## config.mk

```make
export PLATFORM = sky130hd
export DESIGN_NAME = bounded_circular_deque_core
export DESIGN_NICKNAME = d
export VERILOG_FILES = /design/src/sv/bcdq_pkg.sv /design/src/sv/bcdq_ram.sv /design/src/sv/bounded_circular_deque_core.sv
export SDC_FILE = /design/constraint.sdc
export NUM_CORES = 1
export LEC_CHECK = 0
export ABC_AREA = 0
export BUFFER_PORTS_ARGS = -buffer_cell sky130_fd_sc_hd__buf_2
export CORE_ASPECT_RATIO = 1.4
export CORE_MARGIN = 1.5
export CORE_UTILIZATION = 70
export CTS_BUF_LIST = sky130_fd_sc_hd__clkbuf_8
export CTS_CLUSTER_DIAMETER = 150
export DETAILED_ROUTE_END_ITERATION = 10
export PLACE_DENSITY = 0.95
export SLEW_MARGIN = 20
export SYNTH_ARGS = -nofsm -noshare
export SYNTH_HDL_FRONTEND = slang
export SYNTH_SLANG_ARGS = --single-unit
```

## constraint.sdc

```tcl
create_clock -name clk -period 9 [get_ports clk]
set_clock_uncertainty 0.2 [all_clocks]
set_input_delay 0.45 -clock clk [delete_from_list [all_inputs] [get_ports clk]]
set_output_delay 0.45 -clock clk [all_outputs]
set_load 0.02 [all_outputs]
```

## src/sv/bcdq_pkg.sv

```systemverilog
`default_nettype none

package bcdq_pkg;

    typedef enum logic [2:0] {
        MODE_INS_FRONT = 3'd0,
        MODE_INS_BACK  = 3'd1,
        MODE_DEL_FRONT = 3'd2,
        MODE_DEL_BACK  = 3'd3,
        MODE_DEL_POS   = 3'd4,
        MODE_COUNT     = 3'd5,
        MODE_LIST      = 3'd6
    } mode_t;

    typedef enum logic [1:0] {
        ST_OK     = 2'd0,
        ST_EMPTY  = 2'd1,
        ST_FULL   = 2'd2,
        ST_BADPOS = 2'd3
    } status_t;

    typedef enum logic [2:0] {
        S_IDLE,
        S_SHIFT_RD,
        S_SHIFT_WR,
        S_LIST_RD,
        S_LIST_EMIT,
        S_REPLY
    } state_t;

    localparam int unsigned WORD_W  = 32;
    localparam int unsigned POS_W   = 6;
    localparam int unsigned CNT_W   = 6;
    localparam int unsigned CMP_W   = 8;

endpackage

`default_nettype wire

```

## src/sv/bcdq_ram.sv

```systemverilog
`default_nettype none

module bcdq_ram #(
    parameter int DEPTH  = 32,
    parameter int DATA_W = 32,
    parameter int ADDR_W = 5
) (
    input  wire logic              clk,
    input  wire logic              wr_en,
    input  wire logic [ADDR_W-1:0] wr_addr,
    input  wire logic [DATA_W-1:0] wr_data,
    input  wire logic              rd_en,
    input  wire logic [ADDR_W-1:0] rd_addr,
    output logic      [DATA_W-1:0] rd_data
);

    logic [DATA_W-1:0] mem [DEPTH];

    always_ff @(posedge clk)
    begin
        if (wr_en)
        begin
            mem[wr_addr] <= wr_data;
        end
    end

    // read data holds until the next read
    always_ff @(posedge clk)
    begin
        if (rd_en)
        begin
            rd_data <= mem[rd_addr];
        end
    end

endmodule

`default_nettype wire

```

## src/sv/bounded_circular_deque_core.sv

```systemverilog
`default_nettype none

// Bounded deque of CAPACITY signed 32-bit words in a circular buffer.
// Request channel (req_valid / req_stall) carries mode, value, position;
// a word is taken when req_valid is high and req_stall is low. The block
// holds req_stall high from acceptance until its final result has been
// loaded into the output register.
// Response channel (rsp_valid / rsp_stall) carries entry_value,
// entry_count, status and last; every request gives one response word,
// except a list of a non-empty store, which gives one word per entry
// from the front with last set on the final one.
// Insert, delete at either end, count and an empty list go through
// S_REPLY to the output register. Positional delete closes up the
// entries behind the deleted one through a single RAM port pair, each
// moved entry read in S_SHIFT_RD and written in S_SHIFT_WR. Listing
// reads each entry in S_LIST_RD and emits it in S_LIST_EMIT. All slot
// indexes come from one shared wrap adder. A stalled response word holds
// in the output register; the sequencer waits until it is taken. Reset
// empties the store at once (no clearing pass); the RAM is not reset.
module bounded_circular_deque_core #(
    parameter int CAPACITY = 32
) (
    input  wire logic               clk,
    input  wire logic               rst_n,
    input  wire logic               req_valid,
    output logic                    req_stall,
    input  wire logic [2:0]         mode,
    input  wire logic signed [31:0] value,
    input  wire logic [5:0]         position,
    output logic                    rsp_valid,
    input  wire logic               rsp_stall,
    output logic signed [31:0]      entry_value,
    output logic [5:0]              entry_count,
    output logic [1:0]              status,
    output logic                    last
);

    import bcdq_pkg::*;

    localparam int IW = (CAPACITY > 1) ? $clog2(CAPACITY) : 1;
    localparam int CW = $clog2(CAPACITY + 1);

    state_t              state_reg, state_next;
    logic [IW-1:0]       front_reg, front_next;
    logic [CW-1:0]       count_reg, count_next;
    logic [IW-1:0]       off_reg, off_next;
    logic [IW-1:0]       wr_addr_reg, wr_addr_next;
    logic [IW-1:0]       nxt_addr_reg, nxt_addr_next;
    status_t             status_reg, status_next;

    logic                rsp_valid_reg, rsp_valid_next;
    logic [WORD_W-1:0]   rsp_value_reg, rsp_value_next;
    logic [CNT_W-1:0]    rsp_count_reg, rsp_count_next;
    status_t             rsp_status_reg, rsp_status_next;
    logic                rsp_last_reg, rsp_last_next;

    logic                ram_wr_en;
    logic [IW-1:0]       ram_wr_addr;
    logic [WORD_W-1:0]   ram_wr_data;
    logic                ram_rd_en;
    logic [IW-1:0]       ram_rd_addr;
    logic [WORD_W-1:0]   ram_rd_data;

    logic [IW-1:0]       slot_off;
    logic [IW:0]         slot_sum;
    logic [IW-1:0]       slot_out;

    logic [CW+5:0]       cnt_ext;
    logic                out_free;
    logic                is_full;
    logic                is_empty;
    logic                pos_bad;
    logic                shift_more;
    logic                list_end;

    bcdq_ram #(
        .DEPTH  (CAPACITY),
        .DATA_W (WORD_W),
        .ADDR_W (IW)
    ) u_ram (
        .clk     (clk),
        .wr_en   (ram_wr_en),
        .wr_addr (ram_wr_addr),
        .wr_data (ram_wr_data),
        .rd_en   (ram_rd_en),
        .rd_addr (ram_rd_addr),
        .rd_data (ram_rd_data)
    );

    // shared wrap adder: slot(off) = (front + off) mod CAPACITY
    always_comb
    begin
        slot_off = '0;
        case (state_reg)
            S_IDLE:
            begin
                case (mode)
                    MODE_INS_FRONT: slot_off = IW'(CAPACITY - 1);
                    MODE_INS_BACK:  slot_off = IW'(count_reg);
                    MODE_DEL_FRONT: slot_off = IW'(1);
                    MODE_DEL_POS:   slot_off = IW'(position - 6'd1);
                    default:        slot_off = '0;
                endcase
            end
            S_SHIFT_RD: slot_off = off_reg;
            S_LIST_RD:  slot_off = off_reg;
            default:    slot_off = '0;
        endcase
    end

    assign slot_sum = {1'b0, front_reg} + {1'b0, slot_off};
    assign slot_out = (slot_sum >= (IW+1)'(CAPACITY)) ?
                      IW'(slot_sum - (IW+1)'(CAPACITY)) : IW'(slot_sum);

    assign cnt_ext    = {6'd0, count_reg};
    assign out_free   = !rsp_valid_reg || !rsp_stall;
    assign is_full    = (count_reg == CW'(CAPACITY));
    assign is_empty   = (count_reg == '0);
    assign pos_bad    = (position == '0) || (CMP_W'(position) > CMP_W'(count_reg));
    assign shift_more = ((CMP_W'(off_reg) + CMP_W'(1)) < CMP_W'(count_reg));
    assign list_end   = ((CMP_W'(off_reg) + CMP_W'(1)) == CMP_W'(count_reg));

    always_comb
    begin
        state_next      = state_reg;
        front_next      = front_reg;
        count_next      = count_reg;
        off_next        = off_reg;
        wr_addr_next    = wr_addr_reg;
        nxt_addr_next   = nxt_addr_reg;
        status_next     = status_reg;
        rsp_valid_next  = rsp_valid_reg && rsp_stall;
        rsp_value_next  = rsp_value_reg;
        rsp_count_next  = rsp_count_reg;
        rsp_status_next = rsp_status_reg;
        rsp_last_next   = rsp_last_reg;
        ram_wr_en       = 1'b0;
        ram_wr_addr     = slot_out;
        ram_wr_data     = value;
        ram_rd_en       = 1'b0;
        ram_rd_addr     = slot_out;

        case (state_reg)
            S_IDLE:
            begin
                if (req_valid)
                begin
                    status_next = ST_OK;
                    state_next  = S_REPLY;
                    case (mode)
                        MODE_INS_FRONT:
                        begin
                            if (is_full)
                            begin
                                status_next = ST_FULL;
                            end
                            else
                            begin
                                front_next = slot_out;
                                ram_wr_en  = 1'b1;
                                count_next = count_reg + CW'(1);
                            end
                        end
                        MODE_INS_BACK:
                        begin
                            if (is_full)
                            begin
                                status_next = ST_FULL;
                            end
                            else
                            begin
                                ram_wr_en  = 1'b1;
                                count_next = count_reg + CW'(1);
                            end
                        end
                        MODE_DEL_FRONT:
                        begin
                            if (is_empty)
                            begin
                                status_next = ST_EMPTY;
                            end
                            else
                            begin
                                front_next = slot_out;
                                count_next = count_reg - CW'(1);
                            end
                        end
                        MODE_DEL_BACK:
                        begin
                            if (is_empty)
                            begin
                                status_next = ST_EMPTY;
                            end
                            else
                            begin
                                count_next = count_reg - CW'(1);
                            end
                        end
                        MODE_DEL_POS:
                        begin
                            if (is_empty)
                            begin
                                status_next = ST_EMPTY;
                            end
                            else if (pos_bad)
                            begin
                                status_next = ST_BADPOS;
                            end
                            else if (CMP_W'(position) < CMP_W'(count_reg))
                            begin
                                // close up: entry at offset i+1 moves to i
                                wr_addr_next = slot_out;
                                off_next     = IW'(position);
                                state_next   = S_SHIFT_RD;
                            end
                            else
                            begin
                                count_next = count_reg - CW'(1);
                            end
                        end
                        MODE_LIST:
                        begin
                            if (is_empty)
                            begin
                                status_next = ST_EMPTY;
                            end
                            else
                            begin
                                off_next   = '0;
                                state_next = S_LIST_RD;
                            end
                        end
                        default:
                        begin
                            status_next = ST_OK;
                        end
                    endcase
                end
            end

            S_SHIFT_RD:
            begin
                ram_rd_en     = 1'b1;
                nxt_addr_next = slot_out;
                state_next    = S_SHIFT_WR;
            end

            S_SHIFT_WR:
            begin
                ram_wr_en    = 1'b1;
                ram_wr_addr  = wr_addr_reg;
                ram_wr_data  = ram_rd_data;
                wr_addr_next = nxt_addr_reg;
                off_next     = off_reg + IW'(1);
                if (shift_more)
                begin
                    state_next = S_SHIFT_RD;
                end
                else
                begin
                    count_next = count_reg - CW'(1);
                    state_next = S_REPLY;
                end
            end

            S_LIST_RD:
            begin
                ram_rd_en  = 1'b1;
                state_next = S_LIST_EMIT;
            end

            S_LIST_EMIT:
            begin
                if (out_free)
                begin
                    rsp_valid_next  = 1'b1;
                    rsp_value_next  = ram_rd_data;
                    rsp_count_next  = cnt_ext[5:0];
                    rsp_status_next = ST_OK;
                    rsp_last_next   = list_end;
                    if (list_end)
                    begin
                        state_next = S_IDLE;
                    end
                    else
                    begin
                        off_next   = off_reg + IW'(1);
                        state_next = S_LIST_RD;
                    end
                end
            end

            S_REPLY:
            begin
                if (out_free)
                begin
                    rsp_valid_next  = 1'b1;
                    rsp_value_next  = '0;
                    rsp_count_next  = cnt_ext[5:0];
                    rsp_status_next = status_reg;
                    rsp_last_next   = 1'b1;
                    state_next      = S_IDLE;
                end
            end

            default:
            begin
                state_next = S_IDLE;
            end
        endcase
    end

    always_ff @(posedge clk or negedge rst_n)
    begin
        if (!rst_n)
        begin
            state_reg     <= S_IDLE;
            front_reg     <= '0;
            count_reg     <= '0;
            rsp_valid_reg <= 1'b0;
        end
        else
        begin
            state_reg     <= state_next;
            front_reg     <= front_next;
            count_reg     <= count_next;
            rsp_valid_reg <= rsp_valid_next;
        end
    end

    always_ff @(posedge clk)
    begin
        off_reg        <= off_next;
        wr_addr_reg    <= wr_addr_next;
        nxt_addr_reg   <= nxt_addr_next;
        status_reg     <= status_next;
        rsp_value_reg  <= rsp_value_next;
        rsp_count_reg  <= rsp_count_next;
        rsp_status_reg <= rsp_status_next;
        rsp_last_reg   <= rsp_last_next;
    end

    assign req_stall   = (state_reg != S_IDLE);
    assign rsp_valid   = rsp_valid_reg;
    assign entry_value = rsp_value_reg;
    assign entry_count = rsp_count_reg;
    assign status      = rsp_status_reg;
    assign last        = rsp_last_reg;

    a_count_bound: assert property (@(posedge clk) disable iff (!rst_n)
        CMP_W'(count_reg) <= CMP_W'(CAPACITY))
    else $error("stored count above capacity");

    a_count_step: assert property (@(posedge clk) disable iff (!rst_n)
        ##1 (count_reg == $past(count_reg) ||
             count_reg == $past(count_reg) + CW'(1) ||
             count_reg == $past(count_reg) - CW'(1)))
    else $error("stored count moved by more than one");

    a_empty_count: assert property (@(posedge clk) disable iff (!rst_n)
        (rsp_valid && status == ST_EMPTY) |-> (entry_count == '0))
    else $error("empty status with nonzero count");

    a_full_no_write: assert property (@(posedge clk) disable iff (!rst_n)
        (state_reg == S_IDLE && is_full && ram_wr_en) |-> 1'b0)
    else $error("write into a full store");

endmodule

`default_nettype wire

```

==> impl_results.md <==
* Synth Area per Inst at 21.4 um^2
* Leak at 16.4 nW
* Critical path type: reg -> reg
* RSZ-0062 raised after global routing: no
* CTS tree: built
* Simple-gate share of the synthesized area at 2.84%
* Post-Synth Adder-Cell Area at 0.633%
* Vias at 24.4k
* Mapped Nets at 2,152
* Post-route clock period utilization at 70.6%
* Critical Path RT at 9.41 ns
* Final Hold Fails at 0
* Final Max Slew Viols at 0
* Synth Instances at 2,085
* Synth unique cells at 66
* Wire length per cell at 38.7 um
* Max reg flops at 1,024
* WL final at 126 mm
* First-pass GRT wire length at 175 mm
* Num CTS Buffers at 155
* Number of gates resized after CTS at 0
* GRT Util Overall at 39.5%
* Post-Syn Area at 0.0447 mm^2
* Final setup viols at 0
* Clk_lat worst skew at 0.88 ns
* Initial DRC count at 4,333
* Clock sink count at 1,129
* Worst rel slew slack at 11.7%
* Design Power at 0.0208 W
* Die Y at 302 um
* Top reg by flops: u_ram.mem
* Die area at 0.0654 mm^2
* Post-Synth XOR/XNOR Area at 0.392%
* # hold bufs at CTS at 10
* Post-CTS setup buffer count at 0
* CORE AREA at 0.0631 mm^2
* TritonRoute pass-1 iters at 6
* Worst setup SP type: flip-flop
* Register area share after synthesis at 75.7%
* Vias in the first global route at 24.8k
* Worst Path Max Fanout at 43
* Layout cells sized above 1 at 28.4%
* Detailed placement HPWL at 65.4 mm
* Max Clk Rate at 157 MHz
* Congestion Overflow GR at 0
* Synth async-reset ratio at 1.33%
* DRC at 0
* Worst hold path type: in -> reg
* Port Buffer Count at 87
* Fin crit period at 6.35 ns
* Setup crit end kind: flip-flop
* Antenna Nets Post-Route at 0
* H-tree levels at 4
* Clock tree buffer depth at 3
* Synth warn at 0
* Row count at 109
* Nets at 2,358
* Peak supply drop at 0.000582 V
* Routability cong. at 0.899
* Drt via density at 7.50
* Pwr/cell area at 419 mW/mm^2
* Starting density of the core at 70.8%
* Main synth FF type: edfxtp_1
* Mux share of post-synthesis cell area at 17.6%
* #FFs+latches synth at 1,129
* Initial antenna violation count at 4
* Number of enable flip-flop cells after synthesis at 1,114
* Worst Max-Slew Pin Slew at 1.32 ns
* Synth Area in Compound Gates at 1.15%
* Max Cap Violations at 0
* Setup TNS at 0 ns
* Die W at 217 um
* Clk root buf: clkbuf_8
* Largest family of logic cells by synthesized area: multiplexers
* IO Pins at 88
* Largest net degree at the start of global routing at 164
* Arrival time of the worst setup path at 6.76 ns
* Reg clk slew, reported paths at 0.07 ns
* Area Overhead vs Synth at 10.8%
* Status: finished clean
[routing by layer]
metal	track usage (%)	up-vias	wire (um)
met5	0	-	48
met4	26.1	4	9260
met3	10.7	619	17300
met2	63.7	2683	62100
met1	47.6	12100	36900
li1	-	8977	-
[synthesized netlist by cell type (2+ instances only)]
cell type  number  area share (%)
mux4_1          6            0.35
a211oi_1        2           0.034
o22ai_1         2           0.028
o22a_1          3           0.059
nand4_1         4           0.056
clkbuf_1       20            0.17
xnor2_1        12            0.24
dfrtp_1        15            0.84
nor3_2          2           0.045
a21o_1          7            0.12
or2_1           2           0.028
mux2_1          3           0.076
edfxtp_1     1114              75
buf_4          29            0.49
a31oi_1         4           0.056
a32o_1          3           0.067
buf_2          43            0.48
a2bb2oi_1       3           0.059
nand3_1         7           0.078
inv_1          48            0.40
a41o_1          2           0.045
ha_1           21            0.59
nand2_1       137             1.2
xor2_1          3           0.059
and2_1         34            0.48
nor3b_1         3           0.050
nand2b_1        5           0.070
buf_6           4            0.10
nor2_1         51            0.43
a21oi_1        16            0.18
o21ai_0        18            0.20
nor4b_1         2           0.039
buf_1           2           0.017
nor3_1          8           0.090
nor2b_1         6           0.084
nor4_1          3           0.042
mux2i_1       131             2.9
mux4_2        282              14
[final timing paths]
kind | start | to | slack, ns | depth (start not counted)
worst min register to register | front_reg[3]$_DFFE_PN0P_ | front_reg[3]$_DFFE_PN0P_ | 0.32 | 2
min in group asynchronous | rst_n | count_reg[5]$_DFFE_PN0P_ | 0.55 | 3
worst max-delay path | state_reg[0]$_DFFE_PN0P_ | u_ram.rd_data[10]$_DFFE_PN_ | 2.65 | 10
worst max register to register | state_reg[0]$_DFFE_PN0P_ | u_ram.rd_data[10]$_DFFE_PN_ | 2.65 | 10
worst min-delay path | mode[0] | status_reg[0]$_DFFE_PP_ | 0.03 | 4
max in group asynchronous | rst_n | front_reg[4]$_DFFE_PN0P_ | 7.53 | 3
[placed cells by master, fill, tap and decap left out, types with 5 or more instances in the layout]
cell type	count
clkbuf_8	161
mux4_1	6
nand3_1	7
o21ai_0	18
nor2b_1	5
dfrtp_1	15
buf_2	87
buf_4	46
nand2b_1	5
mux2i_1	131
and2_1	34
mux4_2	282
bufinv_16	12
a21oi_1	15
nor2_4	32
nand2_1	134
xnor2_1	11
nor2_1	19
a21o_1	7
edfxtp_1	1114
clkinv_2	28
diode_2	5
dlygate4sd3_1	10
inv_1	80
ha_1	20
nor3_1	8
clkinv_1	37
[power by group]
group	switching [W]	internal [W]
clock network	0.00198	0.00201
registers	0.000281	0.00685
logic	0.00553	0.00410
[through the flow]
stage / std cells / hold slack (ns) / area, um^2 / utilization [%] / setup WS (ns)
after floorplan: 2085 / -0.0456 / 44700 / - / 3.32
after global placement: 2953 / 0.181 / 46300 / 73.3 / 3.67
after detailed placement: 2953 / 0.190 / 46300 / 73.3 / 3.37
after CTS: 3241 / 0.0107 / 49400 / 78.3 / 2.83
after global routing: 3245 / 0.0872 / 49500 / 78.4 / 2.49
final: 3249 / 0.0293 / 49500 / 78.4 / 2.65
[cell type report]
cell class | instances | area [um^2]
clock buffers | 161 | 2220
well taps | 832 | 1040
fillers | 2791 | 13600
clock inverters | 117 | 825
repair buffers | 148 | 980
multi-input cells | 808 | 10400
diodes | 5 | 12.5
inverters | 49 | 184
flip-flops and latches | 1129 | 33800
[critical path: stages (launching register included)]
cell	delay, ns
dfrtp_1	0.60
nor2b_4	0.24
buf_4	0.60
a32o_1	0.28
fa_4	0.31
xor2_4	0.87
buf_4	0.70
buf_4	0.80
mux2i_1	0.80
mux4_2	0.52
inv_1	0.07
[cells by family after synthesis]
kind of cell,count (synthesis)
buf+inv,148
flops,1129
xor+xnor,17
simple gates,273
fa+ha+maj,22
mux,423
compound gates,73
No activity file was read; power rests on OpenSTA's default activity.
